## config.mk

```make
export PLATFORM = sky130hd
export DESIGN_NAME = mpf_ctrl
export DESIGN_NICKNAME = d
export VERILOG_FILES = /design/src/rtl/core/mpf_pkg.sv /design/src/rtl/core/mpf_ctrl.sv
export SDC_FILE = /design/constraint.sdc
export NUM_CORES = 1
export LEC_CHECK = 0
export CAP_MARGIN = 25
export CORE_AREA = 4 4 41 43
export CTS_CLUSTER_DIAMETER = 120
export DETAILED_ROUTE_END_ITERATION = 6
export DIE_AREA = 0 0 45 47
export DONT_BUFFER_PORTS = 1
export GPL_ROUTABILITY_DRIVEN = 0
export PLACE_DENSITY = 0.68
export RECOVER_POWER = 50
export SLEW_MARGIN = 25
export SYNTH_ARGS = -nofsm -noshare
export SYNTH_HDL_FRONTEND = slang
export SYNTH_SLANG_ARGS = --single-unit
```

## constraint.sdc

```tcl
create_clock -name clk -period 2.7 [get_ports clk]
set_input_delay 0.405 -clock clk [delete_from_list [all_inputs] [get_ports clk]]
set_output_delay 0.405 -clock clk [all_outputs]
set_load 0.05 [all_outputs]
```

## src/rtl/core/mpf_pkg.sv

```systemverilog
// ----------------------------------------------------------------------------
// mpf_pkg
// shared types, codes and constants of the 5x5 missing pixel fill core
// ----------------------------------------------------------------------------
package mpf_pkg;

  localparam int HEIGHT_BITS        = 32;
  localparam int MAX_ROW_LENGTH_DEF = 1024;
  localparam int MAX_ROWS_DEF       = 1024;

  localparam int GEOM_W      = 11;
  localparam int BORDER_W    = 32;
  localparam int MIN_GOOD_W  = 5;
  localparam int CFG_INDEX_W = 2;
  localparam int CFG_DATA_W  = 32;

  localparam int STORE_ROWS = 5;
  localparam int WIN        = 5;
  localparam int CNT_W      = 5;
  localparam int NBR_MAX    = WIN * WIN - 1;

  localparam logic [CFG_INDEX_W-1:0] CFG_ROW_LENGTH = 2'd0;
  localparam logic [CFG_INDEX_W-1:0] CFG_ROW_COUNT  = 2'd1;
  localparam logic [CFG_INDEX_W-1:0] CFG_BORDER     = 2'd2;
  localparam logic [CFG_INDEX_W-1:0] CFG_MIN_GOOD   = 2'd3;

  localparam logic [1:0] FILL_PASS   = 2'd0;
  localparam logic [1:0] FILL_MEAN   = 2'd1;
  localparam logic [1:0] FILL_BORDER = 2'd2;

  localparam logic [GEOM_W-1:0]     ROW_LENGTH_RST = 11'd1024;
  localparam logic [GEOM_W-1:0]     ROW_COUNT_RST  = 11'd1024;
  localparam logic [MIN_GOOD_W-1:0] MIN_GOOD_RST   = 5'd12;

  typedef struct packed {
    logic                          kind;
    logic signed [HEIGHT_BITS-1:0] height;
    logic                          missing;
  } pix_in_t;

  typedef struct packed {
    logic signed [HEIGHT_BITS-1:0] height_out;
    logic [1:0]                    fill_status;
    logic                          last_pixel;
  } pix_out_t;

  typedef struct packed {
    logic cfg_write;
    logic write_in;
    logic ptr_center;
    logic ptr_first;
    logic ptr_next;
    logic rd;
    logic acc;
    logic set_pass;
    logic set_border;
    logic div_start;
    logic div_step;
    logic set_mean;
    logic finish;
  } mpf_cmd_t;

  typedef struct packed {
    logic in_kind;
    logic draining;
    logic emit_due;
    logic ctr_missing;
    logic ring;
    logic nbr_last;
    logic mean_ok;
    logic div_done;
    logic out_busy;
  } mpf_stat_t;

  function automatic logic [2:0] slot_inc(input logic [2:0] s);
    return (s == 3'd4) ? 3'd0 : s + 3'd1;
  endfunction

endpackage

```

## src/rtl/core/mpf_ctrl.sv

```systemverilog
// ----------------------------------------------------------------------------
// mpf_ctrl
// sequencer: input handling, window walk, divide and result hand-off
// ----------------------------------------------------------------------------
module mpf_ctrl (
  input  logic              clk,
  input  logic              rst,
  input  logic              in_valid,
  output logic              in_ready,
  input  logic              cfg_valid,
  output logic              cfg_ready,
  input  mpf_pkg::mpf_stat_t stat,
  output mpf_pkg::mpf_cmd_t  cmd
);
  import mpf_pkg::*;

  typedef enum logic [7:0] {
    S_IDLE   = 8'b00000001,
    S_CRD    = 8'b00000010,
    S_CCHK   = 8'b00000100,
    S_NRD    = 8'b00001000,
    S_NACC   = 8'b00010000,
    S_DECIDE = 8'b00100000,
    S_DIV    = 8'b01000000,
    S_FIN    = 8'b10000000
  } state_t;

  state_t state, state_next;

  assign in_ready  = (state == S_IDLE) && !rst;
  assign cfg_ready = (state == S_IDLE) && !rst;

  always_comb begin
    state_next = state;
    cmd        = '0;
    case (state)
      S_IDLE: begin
        cmd.cfg_write = cfg_valid;
        if (in_valid) begin
          if (stat.draining) begin
            cmd.ptr_center = 1'b1;
            state_next     = S_CRD;
          end else if (!stat.in_kind) begin
            cmd.write_in = 1'b1;
            if (stat.emit_due) begin
              cmd.ptr_center = 1'b1;
              state_next     = S_CRD;
            end
          end
        end
      end
      S_CRD: begin
        cmd.rd     = 1'b1;
        state_next = S_CCHK;
      end
      S_CCHK: begin
        if (!stat.ctr_missing) begin
          cmd.set_pass = 1'b1;
          state_next   = S_FIN;
        end else if (stat.ring) begin
          cmd.set_border = 1'b1;
          state_next     = S_FIN;
        end else begin
          cmd.ptr_first = 1'b1;
          state_next    = S_NRD;
        end
      end
      S_NRD: begin
        cmd.rd     = 1'b1;
        state_next = S_NACC;
      end
      S_NACC: begin
        cmd.acc = 1'b1;
        if (stat.nbr_last) begin
          state_next = S_DECIDE;
        end else begin
          cmd.ptr_next = 1'b1;
          state_next   = S_NRD;
        end
      end
      S_DECIDE: begin
        if (stat.mean_ok) begin
          cmd.div_start = 1'b1;
          state_next    = S_DIV;
        end else begin
          cmd.set_border = 1'b1;
          state_next     = S_FIN;
        end
      end
      S_DIV: begin
        if (stat.div_done) begin
          cmd.set_mean = 1'b1;
          state_next   = S_FIN;
        end else begin
          cmd.div_step = 1'b1;
        end
      end
      S_FIN: begin
        if (!stat.out_busy) begin
          cmd.finish = 1'b1;
          state_next = S_IDLE;
        end
      end
      default: state_next = S_IDLE;
    endcase
  end

  always_ff @(posedge clk) begin
    if (rst) begin
      state <= S_IDLE;
    end else begin
      state <= state_next;
    end
  end

endmodule

```

==> results.py, run 1 <==
metrics = {
    "run_status": {
        "status": "completed",
    },
    "global_route": {
        "grt_pass1_vias": 577,
        "grt_max_degree": 11,
        "grt_use_total_pct": 16.81,
        "grt_first_pass_wirelength_mm": 2.594,
        "gr-total-overflow": 0,
        "grt_antenna_before_repair": 0,
    },
    "floorplan": {
        "dieArea_um2": 2115,
        "core_um2": 1301,
        "rows": 13,
        "ios": 28,
        "die_h_um": 47,
        "die_w_um": 45,
        "start_util_pct": 45.38,
    },
    "timing": {
        "fin_skew_ns": 0.006539,
        "setup_viol": 0,
        "min_period_ns": 2.572,
        "rsz0062_at_grt": "false",
        "slew_viol_final": 0,
        "whs_ns": 0.2051,
        "finalHoldViolCount": 0,
        "max_freq_mhz": 388.8,
        "fin_crit_sh_pct": 95.27,
        "fin_setup_tns_ns": 0,
        "maxSlewHeadroom_pct": 60.94,
        "worst_slew_pin_slew_ns": 0.5884,
    },
    "finish": {
        "layout-drive-gt1-share_pct": 28.09,
        "fin_nets": 104,
        "largest_register_ffs": 8,
        "syn_to_final_growth_pct": 23.52,
        "fill_cells": 136,
        "regMostFlops": "state",
        "diodes": 0,
        "top_regs": "state (8)",
    },
    "clock_network": {
        "cts_resized": 0,
        "cts_tree": "yes",
        "clk_pin_slew_ns": 0.06,
        "cts-root-buf": "clkbuf_4",
        "cts_setup_buffers": 0,
        "cts_hold_buf": 0,
        "clock-sinks": 8,
        "clockBufferDepth": 2,
        "h-tree-depth": 1,
        "cts_buffers": 3,
        "clk_latency_ns": 0.27,
    },
    "power_and_ir_drop": {
        "leakage_nw": 0.2954,
        "worst_ir_drop_vdd_mv": 0.2239,
        "power.density_nw_per_um2": 410.8,
    },
    "detailed_routing": {
        "drtIter0Drc": 11,
        "drc": 0,
        "drt-total-wl_mm": 1.537,
        "routedWlPerCell_um": 14.78,
        "dr_total_vias": 632,
        "firstDrtPassIters": 4,
        "ant_nets": 0,
        "vias_per_cell": 6.077,
    },
    "setup_path": {
        "crit_path_start_kind": "register",
        "arrival_ns": 2.17,
        "critPathKind": "register to output pin",
        "critical_path.max_fanout": 6,
        "crit_required_ns": 2.30,
        "crit_path_end_kind": "output pin",
        "rr_worst_depth": 6,
    },
    "synth": {
        "mappedNetlistNets": 91,
        "synthTopCellsByArea": "dfxtp_1 27%, nor2_1 5.7%, nor4_1 5.3%",
        "yosys_warnings": 0,
        "syn_inst": 78,
        "ys_seq_area_share_pct": 27.12,
        "ys_ff_latch": 8,
        "syn_area_per_cell_um2": 7.571,
        "synth_area_um2": 590.6,
        "synth_top_area_share_pct": 27.12,
        "ys_types": 32,
        "yosysTopAreaCell": "dfxtp_1",
    },
    "run": {
        "max_cap_violations": 0,
    },
    "min_path": {
        "hold_path_depth": 1,
        "min-delay-path-class": "input pin to register",
    },
    "place": {
        "hpwlAfterDp_mm": 1.220,
        "portBuffers": 0,
    },
}
-- per-stage QoR --
stage                     util, %  area [um2]  total power (W)  cells  worst slack, ns
after global placement      55.10       716.9        0.0002038    101           0.4592
after CTS                   56.83       739.5        0.0003031    104           0.1181
after detailed placement    55.10       716.9        0.0002046    101           0.4095
after global routing        56.06       729.5        0.0003130    104          0.04902
final                       56.06       729.5        0.0002997    104           0.1277
after floorplan                 -       609.3        0.0001926     78          0.07855
-- worst max-delay path, cell delays in order (launching register included) --
cell	delay, ns
dfxtp_1	0.37
nor2_4	0.17
or4b_4	0.49
or4b_4	0.53
o22ai_2	0.13
buf_4	0.22
-- cell usage in the layout, fill, tap and decap left out, types with 2 or more instances in the layout --
cell type,instances
buf_4,10
nor2_1,8
dfxtp_1,8
nand2_1,7
nor4_1,4
o21ai_0,4
nand4b_1,3
inv_1,3
nand2b_1,3
clkbuf_4,3
nor4b_2,2
nor2b_1,2
or4b_4,2
nor3_1,2
nor2_2,2
nand3b_1,2
a21oi_1,2
clkbuf_1,2
-- Yosys cell counts --
master / number
a21oi_1: 2
nand4b_1: 3
nor3_1: 3
o22ai_1: 2
xor2_1: 1
dfxtp_1: 8
nor3b_1: 1
nand3b_1: 2
nor2_1: 9
or4b_4: 2
nand2_1: 7
xnor2_1: 1
clkbuf_1: 4
o21ai_0: 4
nand2b_1: 3
buf_4: 1
nor2_4: 1
a311o_1: 1
nand3_1: 1
o211ai_1: 1
o31ai_1: 1
o21ba_1: 1
and4_1: 1
nor4b_1: 3
inv_1: 3
and2_1: 1
o21ba_2: 1
nor2b_1: 2
and3_1: 1
nor2_2: 1
a211oi_1: 1
nor4_1: 5
-- cell type report --
| type | count | area, um2 | share of cell area [%] |
|---|---|---|---|
| flip-flops and latches | 8 | 160.2 | 21.96 |
| well taps | 15 | 18.77 | 2.573 |
| clock buffers | 3 | 22.52 | 3.087 |
| multi-input cells | 62 | 429.2 | 58.83 |
| inverters | 3 | 11.26 | 1.544 |
| repair buffers | 13 | 87.58 | 12.01 |
-- final timing paths --
kind                            slack (ns)     start  endpoint
worst max-delay path                  0.13  state[4]    cmd[4]
worst min-delay path                  0.21       rst  state[7]
worst max register to register        0.63  state[4]  state[3]
worst min register to register        0.57  state[3]  state[4]
-- kinds of logic after synthesis --
family                 count (synthesis)  share of synthesized area (%)
AO/OA/AOI/OAI                         14                          16.10
XOR/XNOR                               2                          2.967
buffers and inverters                  8                          5.720
flip-flops                             8                          27.12
AND/OR/NAND/NOR                       46                          48.10
-- layer usage --
metal	vias to the layer above	GRT usage (%)	wire length, um
li1	311	-	-
met4	0	5.263	11
met5	-	0	0
met2	12	27.97	780
met1	307	20.46	652
met3	2	5.747	93
-- power by group --
| group | switching, W | internal, W |
|---|---|---|
| Sequential | 0.00000730 | 0.000121 |
| Combinational | 0.0000509 | 0.0000213 |
| Clock | 0.0000478 | 0.0000514 |
Power figures use the tool's default switching activity.
==> run 2: changes to the inputs <==
- CORE_AREA: 4 4 41 43 -> 2 2 39 41
- DIE_AREA: 0 0 45 47 -> 0 0 41 43
==> run 2 against run 1 <==
  * Combinational power grew 1%
  * Power is 1.7% lower
  * Worst setup slack better by 0.013 ns
  * Cell count rose by 0.96%
  * Core utilization down 3.1 points
  * Largest cell class unchanged
  * Highest routed layer is now met3
==> results.py, run 2 (synthesis gave the netlist of run 1 again) <==
metrics = {
    "run_status": {
        "status": "completed",
    },
    "setup_path": {
        "reg2reg_from": "state[4]",
        "critical_path.max_fanout": 6,
        "critPathKind": "register to output pin",
        "rr_worst_depth": 6,
        "crit_path_end_kind": "output pin",
        "crit_required_ns": 2.30,
        "r2r_slack_ns": 0.63,
        "rr_endpoint": "state[3]",
        "crit_path_start_kind": "register",
        "arrival_ns": 2.15,
    },
    "clock_network": {
        "clk_latency_ns": 0.25,
        "cts_buffers": 3,
        "cts_hold_buf": 0,
        "cts_setup_buffers": 0,
        "clockBufferDepth": 2,
        "clk_pin_slew_ns": 0.06,
        "clock-sinks": 8,
        "cts_resized": 0,
        "cts_tree": "yes",
        "cts-root-buf": "clkbuf_4",
        "h-tree-depth": 1,
    },
    "finish": {
        "design_area_um2": 733.2,
        "final_cell_mix": "11 x buf_4, 8 x nor2_1, 8 x dfxtp_1, 7 x nand2_1",
        "register_area_um2": 160.2,
        "diodes": 0,
        "largest_register_ffs": 8,
        "syn_to_final_growth_pct": 24.15,
        "multiInputGateArea_um2": 429.2,
        "final_common_cell": "buf_4",
        "fill_cells": 144,
        "regMostFlops": "state",
        "top_regs": "state (8)",
        "layout-drive-gt1-share_pct": 28.09,
        "fin_cells": 105,
        "fin_nets": 104,
    },
    "timing": {
        "whs_ns": 0.2130,
        "worst_slew_pin_slew_ns": 0.5843,
        "fin_setup_tns_ns": 0,
        "rsz0062_at_grt": "false",
        "maxSlewHeadroom_pct": 61.22,
        "max_freq_mhz": 390.7,
        "min_period_ns": 2.560,
        "slew_viol_final": 0,
        "fin_skew_ns": 0.001195,
        "finalHoldViolCount": 0,
        "fin_crit_sh_pct": 94.80,
        "setup_viol": 0,
    },
    "floorplan": {
        "die_w_um": 41,
        "die_h_um": 43,
        "rows": 14,
        "dieArea_um2": 1763,
        "start_util_pct": 42.68,
        "core_um2": 1384,
        "ios": 28,
    },
    "detailed_routing": {
        "ant_nets": 0,
        "drtIter0Drc": 12,
        "drc": 0,
        "vias_per_cell": 5.848,
        "routedWlPerCell_um": 13.13,
        "dr_total_vias": 614,
        "drt-total-wl_mm": 1.379,
        "firstDrtPassIters": 4,
    },
    "global_route": {
        "grt_pass1_vias": 551,
        "grt_use_total_pct": 18.53,
        "grt_antenna_before_repair": 0,
        "gr-total-overflow": 0,
        "grt_max_degree": 11,
        "grt_first_pass_wirelength_mm": 2.297,
    },
    "place": {
        "place_inst": 102,
        "hpwlAfterDp_mm": 1.052,
        "dpl_cell_area_um2": 718.2,
        "portBuffers": 0,
    },
    "power_and_ir_drop": {
        "leakage_nw": 0.2962,
        "worst_ir_drop_vdd_mv": 0.3292,
        "power.density_nw_per_um2": 401.7,
    },
    "min_path": {
        "hold_path_depth": 1,
        "holdCritStartpoint": "rst",
        "min-delay-path-class": "input pin to register",
        "hold_path_end": "state[7]",
    },
    "run": {
        "max_cap_violations": 0,
    },
}
run 2: changes by cell type in the layout (fill, tap and decap cells not counted), sizes merged:
cell,before,now
clkbuf,6,5
buf,10,11
run 2: worst max-delay path by stage:
stage | end | depth (start not counted) | startpoint
final | cmd[4] | 5 | state[4]
after global routing | cmd[4] | 5 | state[4]
after CTS | cmd[4] | 5 | state[4]
after detailed placement | cmd[4] | 5 | state[4]
after global placement | cmd[4] | 5 | state[4]
after floorplan | cmd[7] | 4 | state[6]
run 2: layout make-up:
class / instances / area share, %
tap: 16 / 2.730
multi-input combinational: 62 / 58.53
sequential: 8 / 21.84
clock buffer: 3 / 3.072
timing repair buffer: 13 / 12.29
inverter: 3 / 1.536
run 2: stage by stage:
| step | power [W] | util [%] | setup slack [ns] |
|---|---|---|---|
| floorplan | 0.0001926 | - | 0.07855 |
| global placement | 0.0002033 | 51.90 | 0.4483 |
| detailed placement | 0.0002032 | 51.90 | 0.4190 |
| CTS | 0.0002998 | 53.53 | 0.1279 |
| global route | 0.0003126 | 52.98 | 0.06596 |
| finish | 0.0002945 | 52.98 | 0.1404 |
run 2: where the power goes:
part            total, W  internal (W)  switching, W  leakage (nW)
clock          0.0000936     0.0000510     0.0000426        0.0138
combinational  0.0000731     0.0000222     0.0000509         0.218
sequential      0.000128      0.000121    0.00000681        0.0648
run 2: routing by layer:
layer	part of all wire, %	wire [um]	track usage [%]
met5	0	0	0
met2	47	647	27.81
met1	43	599	24.35
met3	9.6	132	8.377
met4	0	0	2.667
run 2: worst max-delay path: stages, from the launching register on:
cell and delay (ns):
dfxtp_1 0.37, nor2_4 0.16, or4b_4 0.49, or4b_4 0.53, o22ai_2 0.13, buf_4 0.21
==> run 3: changes to the inputs <==
==> constraint.sdc (replaced) <==
create_clock -name clk -period 2.7 [get_ports clk]
set_input_delay 0.675 -clock clk [delete_from_list [all_inputs] [get_ports clk]]
set_output_delay 0.675 -clock clk [all_outputs]
set_load 0.05 [all_outputs]
==> run 3 against run 2 <==
  * The run now ends with negative setup slack left
  * Sequential power about the same
  * First-iteration DRC count increased by 25%
  * Global-route usage increased by 4.0 points
  * Clock-buffer cell count unchanged
  * Critical path depth unchanged
  * Clock skew increased by 0.0055 ns
  * Non-clock buffer count increased by 8
  * Largest cell class unchanged
  * Highest routed layer is now met4
==> results.py, run 3 (synthesis gave the netlist of run 1 again) <==
metrics = {
    "finish": {
        "regMostFlops": "state",
        "design_area_um2": 869.6,
        "fin_cells": 113,
        "syn_to_final_growth_pct": 47.25,
        "top_regs": "state (8)",
        "largest_register_ffs": 8,
        "diodes": 0,
        "final_common_cell": "buf_4",
        "final_cell_mix": "15 x buf_4, 7 x nor2_1, 7 x nand2_1, 6 x dfxtp_1, 4 x o21ai_0",
        "fin_nets": 112,
        "layout-drive-gt1-share_pct": 39.18,
    },
    "global_route": {
        "grt_max_degree": 10,
        "grt_antenna_before_repair": 0,
        "gr-total-overflow": 0,
        "use_met3_pct": 9.424,
        "grt_first_pass_wirelength_mm": 2.684,
        "met2_usage_pct": 34.06,
        "met1_usage_pct": 27.27,
        "grt_use_total_pct": 22.56,
        "grt_pass1_vias": 617,
        "busiest_layer": "met2",
    },
    "setup_path": {
        "crit_required_ns": 2.03,
        "critical_path.max_fanout": 4,
        "critPathKind": "register to output pin",
        "crit_path_end_kind": "output pin",
        "crit_path_start_kind": "register",
        "reg2reg_from": "state[5]",
        "crit_start": "state[5]",
        "r2r_slack_ns": 0.76,
        "arrival_ns": 2.05,
        "rr_endpoint": "state[3]",
        "rr_worst_depth": 6,
        "crit_path_end": "cmd[4]",
    },
    "floorplan": {
        "die_h_um": 43,
        "core_um2": 1384,
        "dieArea_um2": 1763,
        "rows": 14,
        "start_util_pct": 42.68,
        "ios": 28,
        "die_w_um": 41,
    },
    "timing": {
        "max_freq_mhz": 367.3,
        "layout_setup_ws_ns": -0.02258,
        "fin_skew_ns": 0.006741,
        "fin_setup_tns_ns": -0.02258,
        "slew_viol_final": 0,
        "worst_slew_pin_slew_ns": 0.5850,
        "finalHoldViolCount": 0,
        "maxSlewHeadroom_pct": 61.17,
        "min_period_ns": 2.723,
        "setup_viol": 1,
        "fin_crit_sh_pct": 100.8,
        "rsz0062_at_grt": "true",
    },
    "clock_network": {
        "h-tree-depth": 1,
        "cts-root-buf": "clkbuf_4",
        "cts_tree": "yes",
        "clock-sinks": 8,
        "cts_hold_buf": 0,
        "cts_buffers": 3,
        "clk_latency_ns": 0.26,
        "clk_pin_slew_ns": 0.06,
        "clockBufferDepth": 2,
    },
    "detailed_routing": {
        "routedWlPerCell_um": 14.46,
        "drc": 0,
        "vias_per_cell": 5.920,
        "drtIter0Drc": 15,
        "firstDrtPassIters": 4,
        "drt-total-wl_mm": 1.634,
        "dr_total_vias": 669,
        "ant_nets": 0,
    },
    "power_and_ir_drop": {
        "worst_ir_drop_vdd_mv": 0.2525,
        "p_seq_share_pct": 42.1,
        "power.density_nw_per_um2": 344.4,
        "combPwrFrac_pct": 26.7,
        "netSwitchingFraction_pct": 34.44,
        "power_frac_clock_pct": 31.2,
        "p_sw_w": 0.0001032,
        "leakage_nw": 0.3462,
        "internal_power_w": 0.0001963,
        "power.total_w": 0.0002995,
    },
    "min_path": {
        "min-delay-path-class": "input pin to register",
    },
    "place": {
        "dpl_cell_area_um2": 793.3,
        "place_inst": 106,
        "hpwlAfterDp_mm": 1.205,
        "portBuffers": 0,
    },
    "run_status": {
        "violations": "negative setup slack",
        "status": "complete, but fails checks",
    },
    "run": {
        "max_cap_violations": 0,
    },
}
run 3: cell types whose count changed in the layout (fill, tap and decap cells not counted), moves of 2 or more:
cell     delta
nor2_4      +2
buf_12      +3
dfxtp_1     -2
buf_4       +4
run 3: what timing repair did:
item,CTS,global route
gates resized for setup,6,2
endpoints found under the setup margin,3,11
pin swaps,3,2
setup buffers,3,1
run 3: how the worst min path moves through the flow:
stage	startpoint	endpoint	slack (ns)	cells past startpoint
floorplan	state[7]	state[7]	0.52	2
finish	rst	state[7]	0.48	1
detailed placement	state[1]	state[4]	0.56	2
global route	rst	state[7]	0.46	1
global placement	state[1]	state[4]	0.56	2
CTS	rst	state[7]	0.48	1
run 3: area by class of cell:
type / instances / area, um2
Tap cell: 16 / 20.02
Sequential cell: 8 / 165.2
Timing Repair Buffer: 21 / 183.9
Inverter: 3 / 11.26
Multi-Input combinational cell: 62 / 466.7
Fill cell: 122 / 514.2
Clock buffer: 3 / 22.52
run 3: per-layer routing:
layer,share of wire (%),vias up
met5,0,-
met4,0.86,0
met3,9.0,2
met2,51,38
met1,39,304
li1,-,325
run 3: power groups by stage:
stage	clock network (W)	logic [W]	registers [W]
after global placement	0	0.0000763	0.000129
after floorplan	0	0.0000703	0.000124
after CTS	0.0000962	0.0000797	0.000125
final	0.0000935	0.0000799	0.000126
after detailed placement	0	0.0000769	0.000129
after global routing	0.000106	0.0000860	0.000126
run 3: per-stage QoR:
step | utilization, % | worst slack (ns) | hold WS (ns)
4_1_cts | 62.21 | -0.07301 | 0.4758
6_report | 62.84 | -0.02258 | 0.4815
3_5_place_dp | 57.32 | 0.1367 | 0.5594
3_3_place_gp | 57.32 | 0.1648 | 0.5630
5_1_grt | 62.84 | -0.07794 | 0.4601
2_1_floorplan | - | -0.06515 | 0.5246
run 3: worst max-delay path, cell delays in order, from the launching register on:
cell     delay [ns]
dfxtp_4        0.34
nor2_4         0.11
or4b_4         0.47
or4b_4         0.57
o22ai_4        0.15
buf_12         0.16
